[src/rtl/core/lzwd_pkg.sv]
// ----------------------------------------------------------------------------
// lzwd_pkg: shared definitions for the LZ77 window decoder
// Holds the default window size, the command format passed from the parser
// to the copy engine, and the result status codes.
// ----------------------------------------------------------------------------
package lzwd_pkg;

	localparam int unsigned WINDOW_BYTES_DEF = 4096;

	// Depth of the command queue between parser and copy engine.
	localparam int unsigned CMD_DEPTH = 4;
	localparam int unsigned CMD_PTR_W = $clog2(CMD_DEPTH);

	localparam int unsigned LEN_W    = 7;
	localparam int unsigned OFFSET_W = 16;

	typedef enum logic [1:0] {
		STATUS_OK     = 2'd0,
		STATUS_OFFSET = 2'd1,
		STATUS_TRUNC  = 2'd2
	} status_t;

	typedef enum logic [1:0] {
		CMD_LIT  = 2'd0,
		CMD_COPY = 2'd1,
		CMD_ERR  = 2'd2
	} cmd_kind_t;

	// One unit of work for the copy engine.
	typedef struct packed {
		cmd_kind_t             kind;
		logic [7:0]            data;
		logic [LEN_W-1:0]      len;
		logic [OFFSET_W-1:0]   offset;
		status_t               status;
	} cmd_t;

endpackage

[src/rtl/core/lzwd_in_if.sv]
// ----------------------------------------------------------------------------
// lzwd_in_if: compressed byte channel
// Valid/ready channel carrying one byte of the compressed stream per
// transaction, with an end-of-stream flag.
// ----------------------------------------------------------------------------
interface lzwd_in_if;
	logic       valid;
	logic       ready;
	logic [7:0] stream_byte;
	logic       end_of_stream;

	modport source (output valid, output stream_byte, output end_of_stream, input ready);
	modport sink (input valid, input stream_byte, input end_of_stream, output ready);
endinterface

[src/rtl/core/lzwd_front.sv]
// ----------------------------------------------------------------------------
// lzwd_front: token parser
// Accepts compressed bytes, assembles match tokens and offsets, checks
// offsets against its own copy of the window fill, and issues literal,
// copy and error commands to the queue.
// ----------------------------------------------------------------------------
module lzwd_front
	import lzwd_pkg::*;
#(
	parameter int unsigned WINDOW_BYTES = WINDOW_BYTES_DEF
) (
	input  logic         clk,
	input  logic         arst_n,
	lzwd_in_if.sink      stream,
	output logic         push,
	output cmd_t         push_cmd,
	input  logic         fifo_full
);

	localparam int unsigned FW = $clog2(WINDOW_BYTES + 1);

	typedef enum logic [3:0] {
		PH_TOKEN  = 4'b0001,
		PH_OFF_LO = 4'b0010,
		PH_OFF_HI = 4'b0100,
		PH_HALT   = 4'b1000
	} phase_t;

	phase_t              phase_q, phase_d;
	logic [LEN_W-1:0]    len_q, len_d;
	logic [7:0]          off_lo_q, off_lo_d;
	logic [FW-1:0]       fill_q, fill_d;

	logic                accept;
	logic [OFFSET_W-1:0] offset;
	logic                offset_bad;
	logic [LEN_W-1:0]    add_amt;
	logic [FW:0]         fill_sum;
	logic [FW-1:0]       fill_next;

	// A halted parser keeps draining the input and drops every byte.
	assign stream.ready = (phase_q == PH_HALT) || !fifo_full;
	assign accept       = stream.valid && stream.ready;

	assign offset     = {stream.stream_byte, off_lo_q};
	assign offset_bad = {1'b0, offset} > (OFFSET_W + 1)'(fill_q);

	// The fill grows by one for a literal and by the length for a copy.
	assign add_amt   = (phase_q == PH_OFF_HI) ? len_q : LEN_W'(1);
	assign fill_sum  = {1'b0, fill_q} + (FW + 1)'(add_amt);
	assign fill_next = (fill_sum > (FW + 1)'(WINDOW_BYTES)) ? FW'(WINDOW_BYTES)
		: fill_sum[FW-1:0];

	always_comb begin
		phase_d  = phase_q;
		len_d    = len_q;
		off_lo_d = off_lo_q;
		fill_d   = fill_q;
		push     = 1'b0;
		push_cmd = '0;
		if (accept) begin
			case (phase_q)
				PH_OFF_LO: begin
					if (stream.end_of_stream) begin
						push            = 1'b1;
						push_cmd.kind   = CMD_ERR;
						push_cmd.status = STATUS_TRUNC;
						phase_d         = PH_HALT;
					end else begin
						off_lo_d = stream.stream_byte;
						phase_d  = PH_OFF_HI;
					end
				end
				PH_OFF_HI: begin
					phase_d = PH_TOKEN;
					if (offset_bad) begin
						push            = 1'b1;
						push_cmd.kind   = CMD_ERR;
						push_cmd.status = STATUS_OFFSET;
						phase_d         = PH_HALT;
					end else if (len_q != '0) begin
						push            = 1'b1;
						push_cmd.kind   = CMD_COPY;
						push_cmd.len    = len_q;
						push_cmd.offset = offset;
						fill_d          = fill_next;
					end
				end
				PH_HALT: begin
				end
				default: begin
					phase_d = PH_TOKEN;
					if (!stream.stream_byte[7]) begin
						push          = 1'b1;
						push_cmd.kind = CMD_LIT;
						push_cmd.data = stream.stream_byte;
						fill_d        = fill_next;
					end else if (stream.end_of_stream) begin
						push            = 1'b1;
						push_cmd.kind   = CMD_ERR;
						push_cmd.status = STATUS_TRUNC;
						phase_d         = PH_HALT;
					end else begin
						len_d   = stream.stream_byte[LEN_W-1:0];
						phase_d = PH_OFF_LO;
					end
				end
			endcase
		end
	end

	always_ff @(posedge clk or negedge arst_n) begin
		if (!arst_n) begin
			phase_q  <= PH_TOKEN;
			len_q    <= '0;
			off_lo_q <= '0;
			fill_q   <= '0;
		end else begin
			phase_q  <= phase_d;
			len_q    <= len_d;
			off_lo_q <= off_lo_d;
			fill_q   <= fill_d;
		end
	end

endmodule

[src/flat_wrapper.sv]
// flat-port wrapper written by rule: the top's interface ports become plain ports
module lzwd_front_flat import lzwd_pkg::*;
#(
	parameter int unsigned WINDOW_BYTES = WINDOW_BYTES_DEF
)
  (clk, arst_n, push, push_cmd, fifo_full, stream_valid, stream_stream_byte, stream_end_of_stream, stream_ready);
  lzwd_in_if stream_i ();
  input  logic clk;
  input  logic arst_n;
  output logic push;
  output cmd_t push_cmd;
  input  logic fifo_full;
  input wire logic [$bits(stream_i.valid)-1:0] stream_valid;
  input wire logic [$bits(stream_i.stream_byte)-1:0] stream_stream_byte;
  input wire logic [$bits(stream_i.end_of_stream)-1:0] stream_end_of_stream;
  output wire logic [$bits(stream_i.ready)-1:0] stream_ready;
  assign stream_i.valid = stream_valid;
  assign stream_i.stream_byte = stream_stream_byte;
  assign stream_i.end_of_stream = stream_end_of_stream;
  assign stream_ready = stream_i.ready;
  lzwd_front #(.WINDOW_BYTES(WINDOW_BYTES)) u_core (.clk(clk), .arst_n(arst_n), .stream(stream_i), .push(push), .push_cmd(push_cmd), .fifo_full(fifo_full));
endmodule
[config.mk]
export PLATFORM = sky130hd
export DESIGN_NAME = lzwd_front_flat
export DESIGN_NICKNAME = d
export VERILOG_FILES = /design/src/rtl/core/lzwd_pkg.sv /design/src/rtl/core/lzwd_in_if.sv /design/src/rtl/core/lzwd_front.sv /design/src/flat_wrapper.sv
export SDC_FILE = /design/constraint.sdc
export NUM_CORES = 1
export LEC_CHECK = 0
export BUFFER_PORTS_ARGS = -buffer_cell sky130_fd_sc_hd__buf_2
export CAP_MARGIN = 5
export CORE_UTILIZATION = 60
export CTS_CLUSTER_DIAMETER = 30
export DETAILED_ROUTE_END_ITERATION = 8
export PLACE_DENSITY_LB_ADDON = 0.12
export RECOVER_POWER = 100
export SLEW_MARGIN = 20
export SYNTH_ARGS = -nofsm -noshare
export SYNTH_HDL_FRONTEND = slang
export SYNTH_SLANG_ARGS = --single-unit
[constraint.sdc]
create_clock -name clk -period 7.7 [get_ports clk]
set_input_delay 0.77 -clock clk [delete_from_list [all_inputs] [get_ports clk]]
set_output_delay 0.77 -clock clk [all_outputs]
set_load 0.02 [all_outputs]
### Word-level counts from Yosys, hierarchy flattened

Cells that the tools add are included.

* flip-flop bits (word level): 32
* input bits: 13

* add/sub/neg operators: 1
* bitwise logic cells: 4
* multiplexer cells: 30
* reductions and logical operators: 10
* equality and inequality tests: 6
* magnitude comparators: 2

Operators by type and width (number)
* $mux 23: 3
* $mux 13: 4
* $mux 35: 1
* $pmux 13 s2: 1
* $gt 16x13->1: 1
* $mux 4: 4
* $add 13x7->14: 1
* $gt 14x13->1 const B: 1
* $mux 7: 2
* $pmux 2 s3: 2
* $pmux 4 s3: 1
* $mux 8: 1
* $mux 1: 7
* $reduce_bool 7->1: 1
* $mux 2: 3
* $reduce_and 5->1: 1
* $eq 4x2->1 const B: 1
* $eq 4x3->1 const B: 1
* $eq 4x4->1 const B: 1
* $ne 2x2->1 const B: 2
* $not 1->1: 4
* $reduce_and 4->1: 1
* $pmux 1 s3: 1
* $reduce_and 3->1: 1
* 7 further kinds: 7

### Logic depth before layout (Yosys ltp)

* depth in word-level cells: 8
* mapped depth: 14

### Worst setup path before layout

Ideal clock, no wire load.

* kind: input to output
* start point: in stream_stream_byte[3]
* end point: out push_cmd[10] (netlist bit)
* required time: 6.930 ns
* slack: 4.288 ns
* data arrival time: 2.642 ns
* stages: 9
* cells stage by stage: ha_1 a21oi_1 o22ai_1 or3_1 nor3b_1 o211a_1 and2b_1 buf_4 and2_1

RTL lines
* start: declaration: RTL line flat_wrapper.sv:14 `input wire logic [$bits(stream_i.stream_byte)-1:0] stream_stream_byte;`
* end: declaration: RTL line flat_wrapper.sv:11 `output cmd_t push_cmd;`

==> impl_metrics.ini <==
[status]
status = finished, violations left
violations = max-capacitance violations, max-slew violations

[grt]
antenna_found_initial = 0
grtUsageTotal_pct = 29.11
grt_max_degree = 33
grt_overflow = 0
grt_pass1_wl_um = 10880
grt_pass1_vias = 2249

[finish]
num-nets-final = 380
mostFrequentLayoutCells = dfrtp_1 (31), clkbuf_1 (30), nand2_1 (25), and2_1 (25), inv_1 (21)
fin_util_pct = 66.78
fillers = 399
layout.cells.most_common = dfrtp_1
area_growth_pct = 7.196
diodes = 0
drive_gt1_share_pct = 10.95

[clock_tree]
ctsResizeCount = 0
post_cts_buffers = 0
clock_latency_ns = 0.29
htreeDepth = 2
cts_max_path_buffers = 2
cts_tree = yes
ctsHoldBuffers = 0
clk_pin_slew_worst_paths_ns = 0.07
cts.sinks = 32
cts_root_buf = clkbuf_8
cts_buffers = 5

[synthesis]
synthArstFlopShare_pct = 100.0
synth_top_cells_by_area = dfrtp_1 (29%), ha_1 (9.2%), and2_1 (7.1%), mux2_4 (3.9%), nand2_1 (3.3%)
synth_ff_type = dfrtp_1
synth-seq-cells = 32
synth_xor_xnor_area_share_pct = 1.937
postSynthAreaPerCell_um2 = 8.923
ys_seq_area_share_pct = 29.57
synth_cell_types = 65
synthMuxAreaShare_pct = 7.565
syn-cell-area_um2 = 2713
synth_edf_count = 0
synth_top_area_share_pct = 28.60
synth_cells = 304
synthAdderAreaFrac_pct = 9.963
synth_simple_gate_area_share_pct = 27.08
synth_compound_area_share_pct = 17.07
ys_warn_count = 0
yosys.area.top_type = dfrtp_1
synth_top_family_by_area = simple AND/OR/NAND/NOR gates

[timing]
rsz0062_at_grt = no
fmax_mhz = 252.3
finalSetupViolations = 0
worstMarginPinSlew_ns = 1.847
fin_crit_sh_pct = 51.48
fin_worst_skew_ns = 0.003839
tns_ns = 0
period_minus_slack_ns = 3.964
relSlewSlack_pct = -23.11
finalHoldViolations = 0
report.final.slew_viol_count = 33

[routing]
final_antenna_net_count = 0
drc = 0
wl_per_cell_um = 16.86
drtPass1Iterations = 6
vias = 2400
routed_wl_um = 6729
drtIter0Drc = 181
via_per_inst = 6.015

[floorplanning]
core_um2 = 4354
initial_core_util_pct = 62.30
io_pins = 50
die_area_um2 = 4794
die_height_um = 69.24
rows = 24
die_w_um = 69.24

[place]
portBuffers = 45
detailed_place_hpwl_um = 4965
gp_congestion = 0.8877

[setup_path]
worstPathMaxFanout = 14
end_kind = output pin
cp.required_ns = 6.93
cp-start-kind = primary input
cp.arrival_ns = 3.19
crit_type = in -> out

[power_and_ir_drop]
p_per_area_nw_per_um2 = 242.3
irDropWorstVdd_uv = 134.0
leakage_nw = 1.315

[min_path]
min_path_type = reg -> reg

[flow_run]
maxCapViolations = 1
## synthesized netlist by cell type (6+ instances only)
| master | instances |
|---|---|
| a21oi_1 | 15 |
| dfrtp_1 | 31 |
| nor2_1 | 14 |
| nand3_1 | 7 |
| nor3_1 | 6 |
| ha_1 | 20 |
| nand2_1 | 24 |
| buf_4 | 6 |
| inv_1 | 21 |
| mux2_4 | 7 |
| o21ai_0 | 11 |
| nand2b_1 | 7 |
| mux2_2 | 7 |
| and2_1 | 31 |
| or3_1 | 6 |
## path summary, 6_finish.rpt
kind	from	endpoint	slack, ns	cells past startpoint
max	stream_stream_byte[4]	push_cmd[12]	3.74	9
min	u_core.fill_q[3]$_DFFE_PN0P_	u_core.fill_q[3]$_DFFE_PN0P_	0.53	2
max reg2reg	u_core.phase_q[3]$_DFFE_PN0P_	u_core.fill_q[4]$_DFFE_PN0P_	3.89	13
min reg2reg	u_core.fill_q[3]$_DFFE_PN0P_	u_core.fill_q[3]$_DFFE_PN0P_	0.53	2
max in group asynchronous	arst_n	u_core.off_lo_q[1]$_DFFE_PN0P_	5.67	1
min in group asynchronous	arst_n	u_core.fill_q[1]$_DFFE_PN0P_	0.97	1
## cells by family (layout without fill, tap and decap cells)
group           Yosys count  in the layout
simple gates            126            126
compound gates           68             68
other cells               1              4
xor+xnor                  6              6
fa+ha+maj                21             21
flops                    32             32
buf+inv                  34             74
mux                      16             16
## per-stage QoR
step                hold WS (ns)  setup slack (ns)  instance area (um2)  instances  total power, mW
finish                    0.5268             3.736                 2908        399           0.7046
CTS                       0.5328             3.873                 3002        399           0.7288
detailed placement        0.5164             3.864                 2912        391           0.5883
floorplan                 0.4744             4.288                 2724        307           0.5090
global route              0.5580             3.499                 2908        399           0.7508
global placement          0.4991             3.988                 2912        391           0.5788
## worst max-delay path, stage by stage
cell      delay (ns)
clkbuf_1        0.14
ha_1            0.32
nand3_1         0.10
or2_2           0.34
nor4_1          0.45
o211a_1         0.30
and2b_1         0.36
and2_1          0.18
clkbuf_1        0.23
## sequential cells by signal, summed over array words and instances, names as in the netlist
register / flops
u_core.off_lo_q: 8
u_core.phase_q: 4
u_core.len_q: 7
u_core.fill_q: 13
## power breakdown
group,switching (mW),leakage [nW],total (mW),internal (mW)
clock network,0.0694,0.0455,0.142,0.0730
registers,0.0510,0.415,0.271,0.220
logic,0.170,0.855,0.292,0.121
total,0.291,1.32,0.705,0.414
## layer usage
metal / wire, um / GRT usage [%] / vias up / share of wire, %
met5: 0 / 0 / - / 0
met4: 173 / 10.43 / 0 / 2.6
met3: 449 / 6.105 / 22 / 6.7
met2: 3062 / 44.77 / 97 / 46
met1: 3044 / 40.53 / 1126 / 45
li1: - / - / 1155 / -
## layout make-up
cell class,instances,area (um2),share of cell area [%]
timing repair buffer,45,190.2,6.540
clock buffer,8,90.09,3.098
tap,52,65.06,2.238
sequential,32,802.0,27.58
inverter,21,78.83,2.711
multi-input combinational,241,1682,57.83
(Power assumes the default switching activity.)
