## config.mk

```make
export PLATFORM = sky130hd
export DESIGN_NAME = lzwd_cmd_fifo
export DESIGN_NICKNAME = d
export VERILOG_FILES = /design/src/rtl/core/lzwd_pkg.sv /design/src/rtl/core/lzwd_cmd_fifo.sv
export SDC_FILE = /design/constraint.sdc
export NUM_CORES = 1
export LEC_CHECK = 0
export BUFFER_PORTS_ARGS = -buffer_cell sky130_fd_sc_hd__buf_2
export CAP_MARGIN = 20
export CORE_ASPECT_RATIO = 0.9
export CORE_MARGIN = 3
export CORE_UTILIZATION = 57
export CTS_CLUSTER_DIAMETER = 200
export DETAILED_ROUTE_END_ITERATION = 12
export PLACE_DENSITY_LB_ADDON = 0.2
export SYNTH_ARGS = -nofsm -noshare
export SYNTH_HDL_FRONTEND = slang
export SYNTH_SLANG_ARGS = --single-unit
```

## constraint.sdc

```tcl
create_clock -name clk -period 2.78 [get_ports clk]
set_input_delay 0.556 -clock clk [delete_from_list [all_inputs] [get_ports clk]]
set_output_delay 0.556 -clock clk [all_outputs]
set_load 0.01 [all_outputs]
```

## src/rtl/core/lzwd_pkg.sv

```systemverilog
// ----------------------------------------------------------------------------
// lzwd_pkg: shared definitions for the LZ77 window decoder
// Holds the default window size, the command format passed from the parser
// to the copy engine, and the result status codes.
// ----------------------------------------------------------------------------
package lzwd_pkg;

	localparam int unsigned WINDOW_BYTES_DEF = 4096;

	// Depth of the command queue between parser and copy engine.
	localparam int unsigned CMD_DEPTH = 4;
	localparam int unsigned CMD_PTR_W = $clog2(CMD_DEPTH);

	localparam int unsigned LEN_W    = 7;
	localparam int unsigned OFFSET_W = 16;

	typedef enum logic [1:0] {
		STATUS_OK     = 2'd0,
		STATUS_OFFSET = 2'd1,
		STATUS_TRUNC  = 2'd2
	} status_t;

	typedef enum logic [1:0] {
		CMD_LIT  = 2'd0,
		CMD_COPY = 2'd1,
		CMD_ERR  = 2'd2
	} cmd_kind_t;

	// One unit of work for the copy engine.
	typedef struct packed {
		cmd_kind_t             kind;
		logic [7:0]            data;
		logic [LEN_W-1:0]      len;
		logic [OFFSET_W-1:0]   offset;
		status_t               status;
	} cmd_t;

endpackage

```

## src/rtl/core/lzwd_cmd_fifo.sv

```systemverilog
// ----------------------------------------------------------------------------
// lzwd_cmd_fifo: command queue
// Small register queue that decouples the parser from the copy engine.
// ----------------------------------------------------------------------------
module lzwd_cmd_fifo
	import lzwd_pkg::*;
(
	input  logic clk,
	input  logic arst_n,
	input  logic push,
	input  cmd_t push_cmd,
	output logic full,
	input  logic pop,
	output cmd_t pop_cmd,
	output logic empty
);

	cmd_t                 slots_q [CMD_DEPTH];
	logic [CMD_PTR_W-1:0] wr_ptr_q;
	logic [CMD_PTR_W-1:0] rd_ptr_q;
	logic [CMD_PTR_W:0]   count_q;

	logic do_push;
	logic do_pop;

	assign full    = (count_q == (CMD_PTR_W + 1)'(CMD_DEPTH));
	assign empty   = (count_q == '0);
	assign do_push = push && !full;
	assign do_pop  = pop && !empty;
	assign pop_cmd = slots_q[rd_ptr_q];

	always_ff @(posedge clk) begin
		if (do_push) begin
			slots_q[wr_ptr_q] <= push_cmd;
		end
	end

	always_ff @(posedge clk or negedge arst_n) begin
		if (!arst_n) begin
			wr_ptr_q <= '0;
			rd_ptr_q <= '0;
			count_q  <= '0;
		end else begin
			if (do_push) begin
				wr_ptr_q <= wr_ptr_q + 1'b1;
			end
			if (do_pop) begin
				rd_ptr_q <= rd_ptr_q + 1'b1;
			end
			case ({do_push, do_pop})
				2'b10:   count_q <= count_q + 1'b1;
				2'b01:   count_q <= count_q - 1'b1;
				default: count_q <= count_q;
			endcase
		end
	end

endmodule

```

Word-level counts from Yosys, hierarchy flattened
Memories as Yosys holds them, arrays and structs flattened.
Index checks and enable logic that the tools add are counted.
{"block": "totals", "reg_bits": 7, "mem_bits_rw": 140, "input_bits": 39, "output_inout_bits": 37, "word_cells": 20, "mem_count": 1}
{"block": "op_classes", "addsub": 4, "eq_ne": 3, "mux": 3, "n_reduce_logical": 6}
{"memory": "slots_q", "words": 4, "word_bits": 35, "read_ports": 1, "rd_ports_with_merged_regs": 0, "write_ports": 1, "line_no": "lzwd_cmd_fifo.sv:18", "text": "cmd_t slots_q [CMD_DEPTH];"}
{"cell": "$pmux 3 s2", "count": 1}
{"cell": "$add 2x1->2 const B", "count": 2}
{"cell": "$add 3x1->3 const B", "count": 1}
{"cell": "$eq 3x3->1 const B", "count": 1}
{"cell": "$logic_not 3->1", "count": 1}
{"cell": "$sub 3x1->3 const B", "count": 1}
{"cell": "$eq 2x1->1 const B", "count": 1}
{"cell": "$eq 2x2->1 const B", "count": 1}
{"cell": "$logic_and 1x1->1", "count": 2}
{"cell": "$logic_not 1->1", "count": 2}
{"cell": "$mux 1", "count": 2}
{"cell": "$reduce_bool 2->1", "count": 1}

Logic depth before layout (Yosys ltp)
Gate-level depths: netlist of run 1.
{"block": "depth", "ltp_word": 5, "mapped_depth": 9, "ltp_nobuf": 9}

Worst setup path before layout of run 1
No wires, ideal clock.
{"block": "synth_path", "path_kind": "reg2reg", "from": "reg count_q[2]", "to": "mem slots_q[0][0] (netlist bit), enable pin", "setup_time_ps": 395, "arrival_time_ps": 1695, "required_time_ps": 2385, "setup_slack_ps": 689, "stages_incl_launch_ff": 4, "path_buffers": 0, "period_less_slack_ps": 2091, "cell_sequence": "dfrtp_1 -> nor3b_2 -> nor2b_2 -> and2_1"}
{"block": "synth_between", "elab_chain_cells": 5}
{"element": "start, declared", "line_no": "lzwd_cmd_fifo.sv:21", "text": "logic [CMD_PTR_W:0] count_q;"}
{"element": "start signal, assigned", "line_no": "lzwd_cmd_fifo.sv:51", "text": "2'b10: count_q <= count_q + 1'b1;"}
{"element": "start signal, assigned", "line_no": "lzwd_cmd_fifo.sv:52", "text": "2'b01: count_q <= count_q - 1'b1;"}
{"element": "start signal, assigned", "line_no": "lzwd_cmd_fifo.sv:53", "text": "default: count_q <= count_q;"}
{"element": "$eq 3x3->1", "line_no": "lzwd_cmd_fifo.sv:26", "text": "assign full = (count_q == (CMD_PTR_W + 1)'(CMD_DEPTH));"}
{"element": "via full", "line_no": "lzwd_cmd_fifo.sv:12", "text": "output logic full,"}
{"element": "$logic_not 1->1", "line_no": "lzwd_cmd_fifo.sv:28", "text": "assign do_push = push && !full;"}
{"element": "$logic_and 1x1->1", "line_no": "lzwd_cmd_fifo.sv:28"}
{"element": "$mux 1", "line_no": "lzwd_cmd_fifo.sv:33", "text": "if (do_push) begin"}
{"element": "$mux 1 (implied by the code)", "line_no": "lzwd_cmd_fifo.sv:34", "text": "slots_q[wr_ptr_q] <= push_cmd;"}
{"element": "end, declared", "line_no": "lzwd_cmd_fifo.sv:18"}
The timed path passes the listed nets, and every way through them passes these cells.

==> impl_results.md, run 1 <==
- Lkg Pwr: 2.383 nW
- Max Fclk: 0.3741 GHz
- Placed Area: 6098 sq um
- Routed len/inst: 21.22 um
- Final non-filler cell total: 455
- Slew HR: 67.82%
- Post-CTS Setup Bufs: 0
- Pwr per Cell Area: 1092 nW/um^2
- Post-layout min period: 2673 ps
- Routed vias: 2515
- Switch Pwr: 2.074 mW
- Synth cell types: 21
- Antenna violations before repair: 0
- Syn_area_per_cell: 25.14 sq um
- CP Depth: 3
- CP endpoint kind: primary output
- CTS Buf Count: 17
- Crit-path max cell delay: 590 ps
- Vias in the first global route: 2727
- Port Buf Inserts: 75
- Core Box Area: 9290 sq um
- TNS Setup: 0 ps
- CTS clk-pin slew, worst paths: 60 ps
- CP arrival: 2120 ps
- Crit path required time: 2220 ps
- H-tree depth: 4
- Crit path launch: rd_ptr_q[0]
- CP Class: flip-flop to primary output
- Maximum VDD drop: 710.8 uV
- DR iter-0 viols: 115
- Sw Share: 28.50%
- Pint: 5.203 mW
- Syn Nets: 265
- Setup Skew: 6.925 ps
- Global-route wire length before repair: 15.02 mm
- FP Rows: 33
- Synth Instances: 220
- Slowest-stage cell, CP: dfrtp_2
- Post-route DRC: 0
- RSZ-0062 raised after global routing: false
- Worst r2r path cells: 9
- Layout cell share with drive strength beyond 1: 46.55%
- Slew Limit Fails: 0
- Final setup viols: 0
- Worst R2R End: count_q[2]
- Final Routed Wirelength: 9.654 mm
- N_diodes: 0
- Post-Place Cells: 422
- Detail Placement HPWL: 5.809 mm
- Critical path's top delay family: flip-flops
- Total of max-cap violations: 0
- Crit-path cells: buf_4, mux4_1, buf_2
- Area Overhead vs Synth: 20.49%
- Worst-Skew Late Latency: 500 ps
- Critical Path Start Type: flip-flop
- Yosys warning count: 0
- Worst-case clock buffer depth: 2
- # IOs: 76
- Sequential share of the synthesized area: 79.17%
- Avg Vias per Cell: 5.527
- Largest net degree at the start of global routing: 21
- Min-Delay Path Class: input pin to flip-flop
- Final #Nets: 365
- Clock Tree Root: clkbuf_8
- Fillers: 560
- First-pass DRT Iterations: 4
- Routed Antenna Nets: 0
- Max Fanout on Critical Path: 11
- Initial Util: 59.54%
- Gr ovfl total: 0
- Sequential Power Share: 43.7%
- Crit Reg-Reg Startpoint: count_q[0]
- TritonCTS clock tree: yes
- Die Width: 109.8 um
- Synthesized area: 5532 sq um
- Design area: 6665 sq um
- Synthesized flop and latch total: 147
- Combinational Power Share: 27.3%
- Clock sink count: 147
- Tcrit/Tclk final: 96.16%
- Final hold violations: 0
- Reg2reg setup slack: 770 ps
- Crit path capture: pop_cmd[34]
- Critical path buffers and inverters: 2
- Worst Tran Pin Value: 482.6 ps
- Die area: 10920 sq um
- Total GRT Usage: 19.28%
- Layout Utilization: 71.74%
- Die height: 99.46 um
- Clock network power share: 29.1%
- RePlAce Congestion: 0.6891
- Outcome: finished clean
==> cells by family after synthesis <==
family                     after synthesis  share of synthesized area, %
DFF                                    147                         79.17
muxes                                   37                         15.11
buffers and inverters                   14                         2.058
and+or+nand+nor                          9                         1.063
xor gates and xnor gates                 6                        0.9502
adders and majority gates                6                         1.493
AOI/OAI and AO/OA                        1                        0.1584
==> area by class of cell <==
| cell class | instances | area, sq um | share of cell area, % |
|---|---|---|---|
| Tap cell | 122 | 152.6 | 2.290 |
| Inverter | 6 | 22.52 | 0.3379 |
| Timing Repair Buffer | 89 | 508.0 | 7.622 |
| Sequential cell | 147 | 4382 | 65.74 |
| Clock buffer | 19 | 421.7 | 6.326 |
| Multi-Input combinational cell | 59 | 1044 | 15.66 |
| Clock inverter | 13 | 135.1 | 2.027 |
==> cells in the mapped netlist <==
| cell type | instances | share of area, % |
|---|---|---|
| edfxtp_1 | 140 | 76 |
| mux4_2 | 28 | 11 |
| dfrtp_1 | 7 | 3.2 |
| mux4_1 | 7 | 3.3 |
| inv_1 | 6 | 0.41 |
| ha_1 | 5 | 1.1 |
| and2_1 | 4 | 0.45 |
| buf_2 | 4 | 0.36 |
| buf_12 | 3 | 1.1 |
| xnor2_1 | 3 | 0.48 |
| xor2_1 | 3 | 0.48 |
| buf_6 | 1 | 0.20 |
| fa_1 | 1 | 0.36 |
| mux2_2 | 1 | 0.20 |
| mux2i_1 | 1 | 0.18 |
| nand2_1 | 1 | 0.068 |
| nor2_1 | 1 | 0.068 |
| nor2b_2 | 1 | 0.16 |
| nor3_1 | 1 | 0.090 |
| nor3b_2 | 1 | 0.23 |
| o31a_1 | 1 | 0.16 |
==> how the worst min path moves through the flow <==
| stage | start | to | depth (start not counted) |
|---|---|---|---|
| after floorplan | arst_n | count_q[0] | 0 |
| after CTS | push_cmd[31] | slots_q[1][31] | 1 |
| after global routing | push_cmd[31] | slots_q[3][31] | 1 |
| after detailed placement | arst_n | count_q[1] | 1 |
| final | push_cmd[31] | slots_q[1][31] | 1 |
| after global placement | arst_n | count_q[1] | 1 |
==> flip-flops by register name (all words and copies together), names as in the netlist <==
register,flops
count_q,3
rd_ptr_q,2
slots_q,140
wr_ptr_q,2
==> timing repair <==
item,CTS,global route
gates resized for setup,0,0
hold endpoints to repair,7,0
hold buffers,1,0
setup endpoints to repair,0,0
==> worst register-to-register path: stages, from the launching register on <==
cell	delay [ps]
dfrtp_1	450
nor3b_2	260
nor2b_2	120
inv_1	70
ha_1	180
inv_1	60
fa_1	380
xor2_1	150
nor2_1	120
xor2_1	160
==> power by group through the flow <==
stage,clock [mW],combinational (mW),sequential (mW)
2_1_floorplan,0,1.45,3.07
3_3_place_gp,0,1.99,3.19
3_5_place_dp,0,2.01,3.21
4_1_cts,2.15,2.03,3.18
5_1_grt,2.25,2.15,3.22
6_report,2.12,1.98,3.18
==> cell usage in the layout, fill, tap and decap left out <==
cell type / synthesis / layout
dlygate4sd3_1: 0 / 1
inv_6: 0 / 1
clkbuf_8: 0 / 1
clkinv_2: 0 / 4
mux4_1: 7 / 7
mux2i_1: 1 / 1
dfrtp_2: 0 / 2
nor2_1: 1 / 1
buf_2: 4 / 75
mux4_2: 28 / 28
buf_12: 3 / 2
nor3_1: 1 / 1
clkbuf_16: 0 / 16
xnor2_1: 3 / 3
fa_1: 1 / 1
bufinv_16: 0 / 2
clkbuf_1: 0 / 2
nor3b_2: 1 / 1
mux2_2: 1 / 1
clkinvlp_4: 0 / 5
xor2_1: 3 / 3
nand2_1: 1 / 1
buf_4: 0 / 11
dfrtp_1: 7 / 5
edfxtp_1: 140 / 140
inv_1: 6 / 6
ha_1: 5 / 5
and2_2: 0 / 4
nor2b_2: 1 / 1
clkinv_4: 0 / 1
o31a_1: 1 / 1
==> routing by layer <==
metal  global-route usage (%)  routed length [um]  vias to the layer above
met5                        0                   0                        -
li1                         -                   -                     1126
met1                    26.70                4270                     1306
met2                    29.85                4732                       72
met3                    5.775                 504                       11
met4                    6.424                 147                        0
==> through the flow <==
step	power (mW)	hold slack, ps	setup slack (ps)
5_1_grt	7.630	242.2	4.399
4_1_cts	7.368	234.8	71.38
2_1_floorplan	4.525	260.4	689.2
3_5_place_dp	5.222	406.1	624.2
3_3_place_gp	5.178	403.0	615.6
6_report	7.277	261.1	106.7
Note: power is estimated with default switching activity, not from simulation.
==> inputs of run 2 (changes only) <==
--- a/config.mk
+++ b/config.mk
@@ -7,9 +7,11 @@
 export LEC_CHECK = 0
 export BUFFER_PORTS_ARGS = -buffer_cell sky130_fd_sc_hd__buf_2
 export CAP_MARGIN = 20
+export CELL_PAD_IN_SITES_DETAIL_PLACEMENT = 0
+export CELL_PAD_IN_SITES_GLOBAL_PLACEMENT = 2
 export CORE_ASPECT_RATIO = 0.9
 export CORE_MARGIN = 3
-export CORE_UTILIZATION = 57
+export CORE_UTILIZATION = 44
 export CTS_CLUSTER_DIAMETER = 200
 export DETAILED_ROUTE_END_ITERATION = 12
 export PLACE_DENSITY_LB_ADDON = 0.2
==> impl_results.md, run 2 (synthesis results as in run 1) <==
- Outcome: finished clean
- CTS clk-pin slew, worst paths: 60 ps
- Lkg Pwr: 2.393 nW
- Cts repair resizes: 0
- Setup Skew: 7.970 ps
- Max Fanout on Critical Path: 13
- Gr ovfl total: 0
- H-tree depth: 4
- First-pass DRT Iterations: 4
- RePlAce Congestion: 0.6607
- RSZ-0062 raised after global routing: false
- CTS Buf Count: 17
- Critical Path Start Type: flip-flop
- Die Width: 124.2 um
- # IOs: 76
- Port Buf Inserts: 75
- Detail Placement HPWL: 5.872 mm
- Fillers: 961
- Core Box Area: 12170 sq um
- Multi-input gate area: 1044 sq um
- CP Class: flip-flop to primary output
- Sw Share: 27.82%
- Final setup viols: 0
- Placed Area: 6161 sq um
- Area Overhead vs Synth: 22.28%
- Pint: 5.353 mW
- Sequential Power Share: 42.1%
- Switch Pwr: 2.063 mW
- FP Rows: 38
- Design area: 6764 sq um
- CP arrival: 1990 ps
- Avg Vias per Cell: 5.078
- Slew Limit Fails: 0
- Largest register FFs: 140
- Die height: 112.4 um
- Worst Tran Pin Value: 444.6 ps
- TNS Setup: 0 ps
- Worst-case clock buffer depth: 2
- N_diodes: 0
- Initial Util: 45.45%
- Biggest register: slots_q
- Routed vias: 2488
- Largest net degree at the start of global routing: 26
- Crit path required time: 2220 ps
- Antenna violations before repair: 1
- Die area: 13960 sq um
- Routed Antenna Nets: 0
- Hold_buf cts: 1
- Total of max-cap violations: 0
- Combinational Power Share: 27.6%
- Slew HR: 70.36%
- DR iter-0 viols: 264
- Min-Delay Path Class: input pin to flip-flop
- Maximum VDD drop: 600.1 uV
- Largest registers: slots_q: 140 flops, count_q: 3 flops
- Clock Tree Root: clkbuf_16
- Commonest non-fill, non-tap cells in the layout: 140 x edfxtp_1, 75 x buf_2, 28 x mux4_2
- Layout cell share with drive strength beyond 1: 46.06%
- TritonCTS clock tree: yes
- Clock sink count: 147
- Routed len/inst: 19.01 um
- Post-Place Cells: 457
- CP endpoint kind: primary output
- Post-CTS Setup Bufs: 0
- Final non-filler cell total: 490
- Global-route wire length before repair: 14.55 mm
- Clock network power share: 30.4%
- Tcrit/Tclk final: 91.76%
- Vias in the first global route: 2609
- Worst-Skew Late Latency: 410 ps
- Total GRT Usage: 14.64%
- Max Fclk: 0.3920 GHz
- Pwr per Cell Area: 1096 nW/um^2
- Post-layout min period: 2551 ps
- Post-route DRC: 0
- FF+latch area: 4382 sq um
- Final hold violations: 0
- Final #Nets: 362
- Final Routed Wirelength: 9.314 mm
- Commonest non-fill, non-tap cell in the layout: edfxtp_1
[run 2: area by class of cell]
cell class	count	share of cell area, %
Clock buffer	18	6.345
Clock inverter	14	2.423
Sequential cell	147	64.78
Timing Repair Buffer	86	7.732
Multi-Input combinational cell	59	15.43
Inverter	6	0.3330
Tap cell	160	2.960
[run 2: final timing paths]
check	startpoint	end	slack (ps)	cells after the start
setup reg to reg	count_q[0]	count_q[2]	810	9
max in group asynchronous	arst_n	rd_ptr_q[1]	2090	2
hold reg to reg	rd_ptr_q[1]	rd_ptr_q[1]	520	1
min in group asynchronous	arst_n	wr_ptr_q[1]	510	2
hold / removal	push_cmd[13]	slots_q[1][13]	360	1
setup / recovery	rd_ptr_q[0]	pop_cmd[2]	230	3
[run 2: stage by stage]
step | hold slack [ps] | worst slack (ps) | power (mW) | util (%)
floorplan | 260.4 | 689.2 | 4.525 | -
global placement | 407.9 | 622.8 | 5.246 | 50.62
detailed placement | 405.3 | 620.5 | 5.279 | 50.62
CTS | 340.2 | 167.4 | 7.548 | 55.57
global route | 339.2 | 94.06 | 7.817 | 55.57
finish | 360.3 | 229.0 | 7.416 | 55.57
[run 2: power by group through the flow]
stage | clock network, mW | registers (mW) | logic (mW)
finish | 2.25 | 3.12 | 2.04
global route | 2.42 | 3.17 | 2.23
global placement | 0 | 3.16 | 2.09
detailed placement | 0 | 3.17 | 2.11
CTS | 2.31 | 3.13 | 2.11
floorplan | 0 | 3.07 | 1.45
[run 2: critical path, stage by stage, from the launching register on]
cell,delay (ps)
dfrtp_2,650
buf_12,220
mux4_1,550
buf_2,150
[run 2: metal layers]
metal	GRT usage, %	part of all wire [%]	vias up
li1	-	-	1128
met2	21.65	50	55
met1	20.06	44	1293
met3	5.290	4.8	10
met5	0	0.14	-
met4	5.693	1.1	2
==> inputs of run 3 (changes only) <==
--- a/config.mk
+++ b/config.mk
@@ -15,6 +15,7 @@
 export CTS_CLUSTER_DIAMETER = 200
 export DETAILED_ROUTE_END_ITERATION = 12
 export PLACE_DENSITY_LB_ADDON = 0.2
+export RECOVER_POWER = 25
 export SYNTH_ARGS = -nofsm -noshare
 export SYNTH_HDL_FRONTEND = slang
 export SYNTH_SLANG_ARGS = --single-unit
==> impl_results.md, run 3 (synthesis results as in run 1) <==
- Outcome: finished clean
- Post-route DRC: 0
- Largest register FFs: 140
- Routed Antenna Nets: 0
- Max Fanout on Critical Path: 13
- TritonCTS clock tree: yes
- Slew HR: 70.36%
- Final hold violations: 0
- Reg2reg setup slack: 800 ps
- First-pass DRT Iterations: 7
- Commonest non-fill, non-tap cell in the layout: edfxtp_1
- M1 GR Usage: 20.06%
- Slew Limit Fails: 0
- Multi-input gate area: 1044 sq um
- Fillers: 970
- Crit-path cells: buf_12, mux4_1, buf_2
- CTS Buf Count: 17
- H-tree depth: 4
- CTS clk-pin slew, worst paths: 60 ps
- Busiest grt layer: met2
- N_diodes: 0
- Total GRT Usage: 14.64%
- Worst-case clock buffer depth: 2
- Setup Skew: 9.499 ps
- FP Rows: 38
- Initial Util: 45.45%
- Worst Tran Pin Value: 444.7 ps
- # IOs: 76
- TNS Setup: 0 ps
- Final Routed Wirelength: 9.306 mm
- Critical path buffers and inverters: 2
- Largest registers: slots_q: 140 flops, count_q: 3 flops
- Die height: 112.4 um
- Grt met3 use: 5.290%
- Lkg Pwr: 2.330 nW
- Met2 Resource Use GR: 21.65%
- CP Class: flip-flop to primary output
- Crit-path max cell delay: 650 ps
- Antenna violations before repair: 1
- Final Total Pwr: 7.412 mW
- Placed Area: 6161 sq um
- FF+latch area: 4382 sq um
- Avg Vias per Cell: 5.092
- Final setup viols: 0
- Final #Nets: 362
- Vias in the first global route: 2609
- Largest net degree at the start of global routing: 26
- Slowest-stage cell, CP: dfrtp_2
- Die area: 13960 sq um
- Commonest non-fill, non-tap cells in the layout: 140 x edfxtp_1, 52 x buf_2, 28 x mux4_2
- RSZ-0062 raised after global routing: false
- Pwr per Cell Area: 1100 nW/um^2
- Die Width: 124.2 um
- Maximum VDD drop: 600.5 uV
- DR iter-0 viols: 238
- RePlAce Congestion: 0.6607
- Clock Tree Root: clkbuf_16
- Routed vias: 2495
- Port Buf Inserts: 75
- Tcrit/Tclk final: 91.85%
- Smallest hold slack: 371.0 ps
- Critical path's top delay family: flip-flops
- Layout cell share with drive strength beyond 1: 39.09%
- Clock sink count: 147
- Min-Delay Path Class: input pin to flip-flop
- Global-route wire length before repair: 14.55 mm
- CP endpoint kind: primary output
- Post-layout min period: 2553 ps
- Critical Path Start Type: flip-flop
- Area Overhead vs Synth: 21.76%
- CP arrival: 2000 ps
- Gr ovfl total: 0
- Cts repair resizes: 0
- Detail Placement HPWL: 5.872 mm
- Max Fclk: 0.3916 GHz
- Biggest register: slots_q
- Core Box Area: 12170 sq um
- Design area: 6735 sq um
- Crit path required time: 2220 ps
- Total of max-cap violations: 0
- Layout Utilization: 55.34%
- Routed len/inst: 18.99 um
- Worst-Skew Late Latency: 410 ps
## run 3: cell types whose count changed in the layout (fill, tap and decap cells not counted), sizes merged
| cell | previous run | this run |
|---|---|---|
| buf | 85 | 62 |
| clkbuf | 18 | 41 |
## run 3: metrics by stage
step | setup slack [ps] | std cells
6_report | 226.5 | 490
5_1_grt | 94.06 | 490
4_1_cts | 167.4 | 490
3_5_place_dp | 620.5 | 457
3_3_place_gp | 622.8 | 457
2_1_floorplan | 689.2 | 220
## run 3: timing repair
item	in CTS	in global routing
hold endpoints to repair	7	0
buffers inserted	0	0
hold buffers	1	0
## run 3: final timing paths
path                              start              to  cells after the start
max in group asynchronous        arst_n     rd_ptr_q[1]                      2
min                        push_cmd[29]  slots_q[0][29]                      1
min in group asynchronous        arst_n     wr_ptr_q[1]                      2
max                         rd_ptr_q[0]      pop_cmd[1]                      3
max reg2reg                  count_q[0]      count_q[2]                      9
min reg2reg                 rd_ptr_q[1]     rd_ptr_q[1]                      1
## run 3: report_power, final
group          switching, mW  total [mW]  internal [mW]
clock                  0.850        2.25           1.40
sequential             0.182        3.12           2.94
combinational           1.03        2.04           1.01
## run 3: layer usage
metal / vias up / routed length [um]
met5: - / 13
met1: 1296 / 4148
met2: 57 / 4576
li1: 1128 / -
met4: 2 / 127
met3: 12 / 440
## run 3: worst reg2reg max path: cells and delay by family, from the launching register on
kind / cells / cell delay (ps)
AND/OR/NAND/NOR: 3 / 480
flip-flops: 1 / 440
adder cells (fa/ha/maj): 2 / 550
XOR/XNOR: 2 / 300
buffers and inverters: 2 / 130
## run 3: area by class of cell
cell class              instances  share of cell area (%)
flip-flops and latches        147                   65.06
well taps                     160                   2.972
clock buffers                  18                   6.372
multi-input cells              59                   15.49
inverters                       6                  0.3344
repair buffers                 86                   7.338
clock inverters                14                   2.434
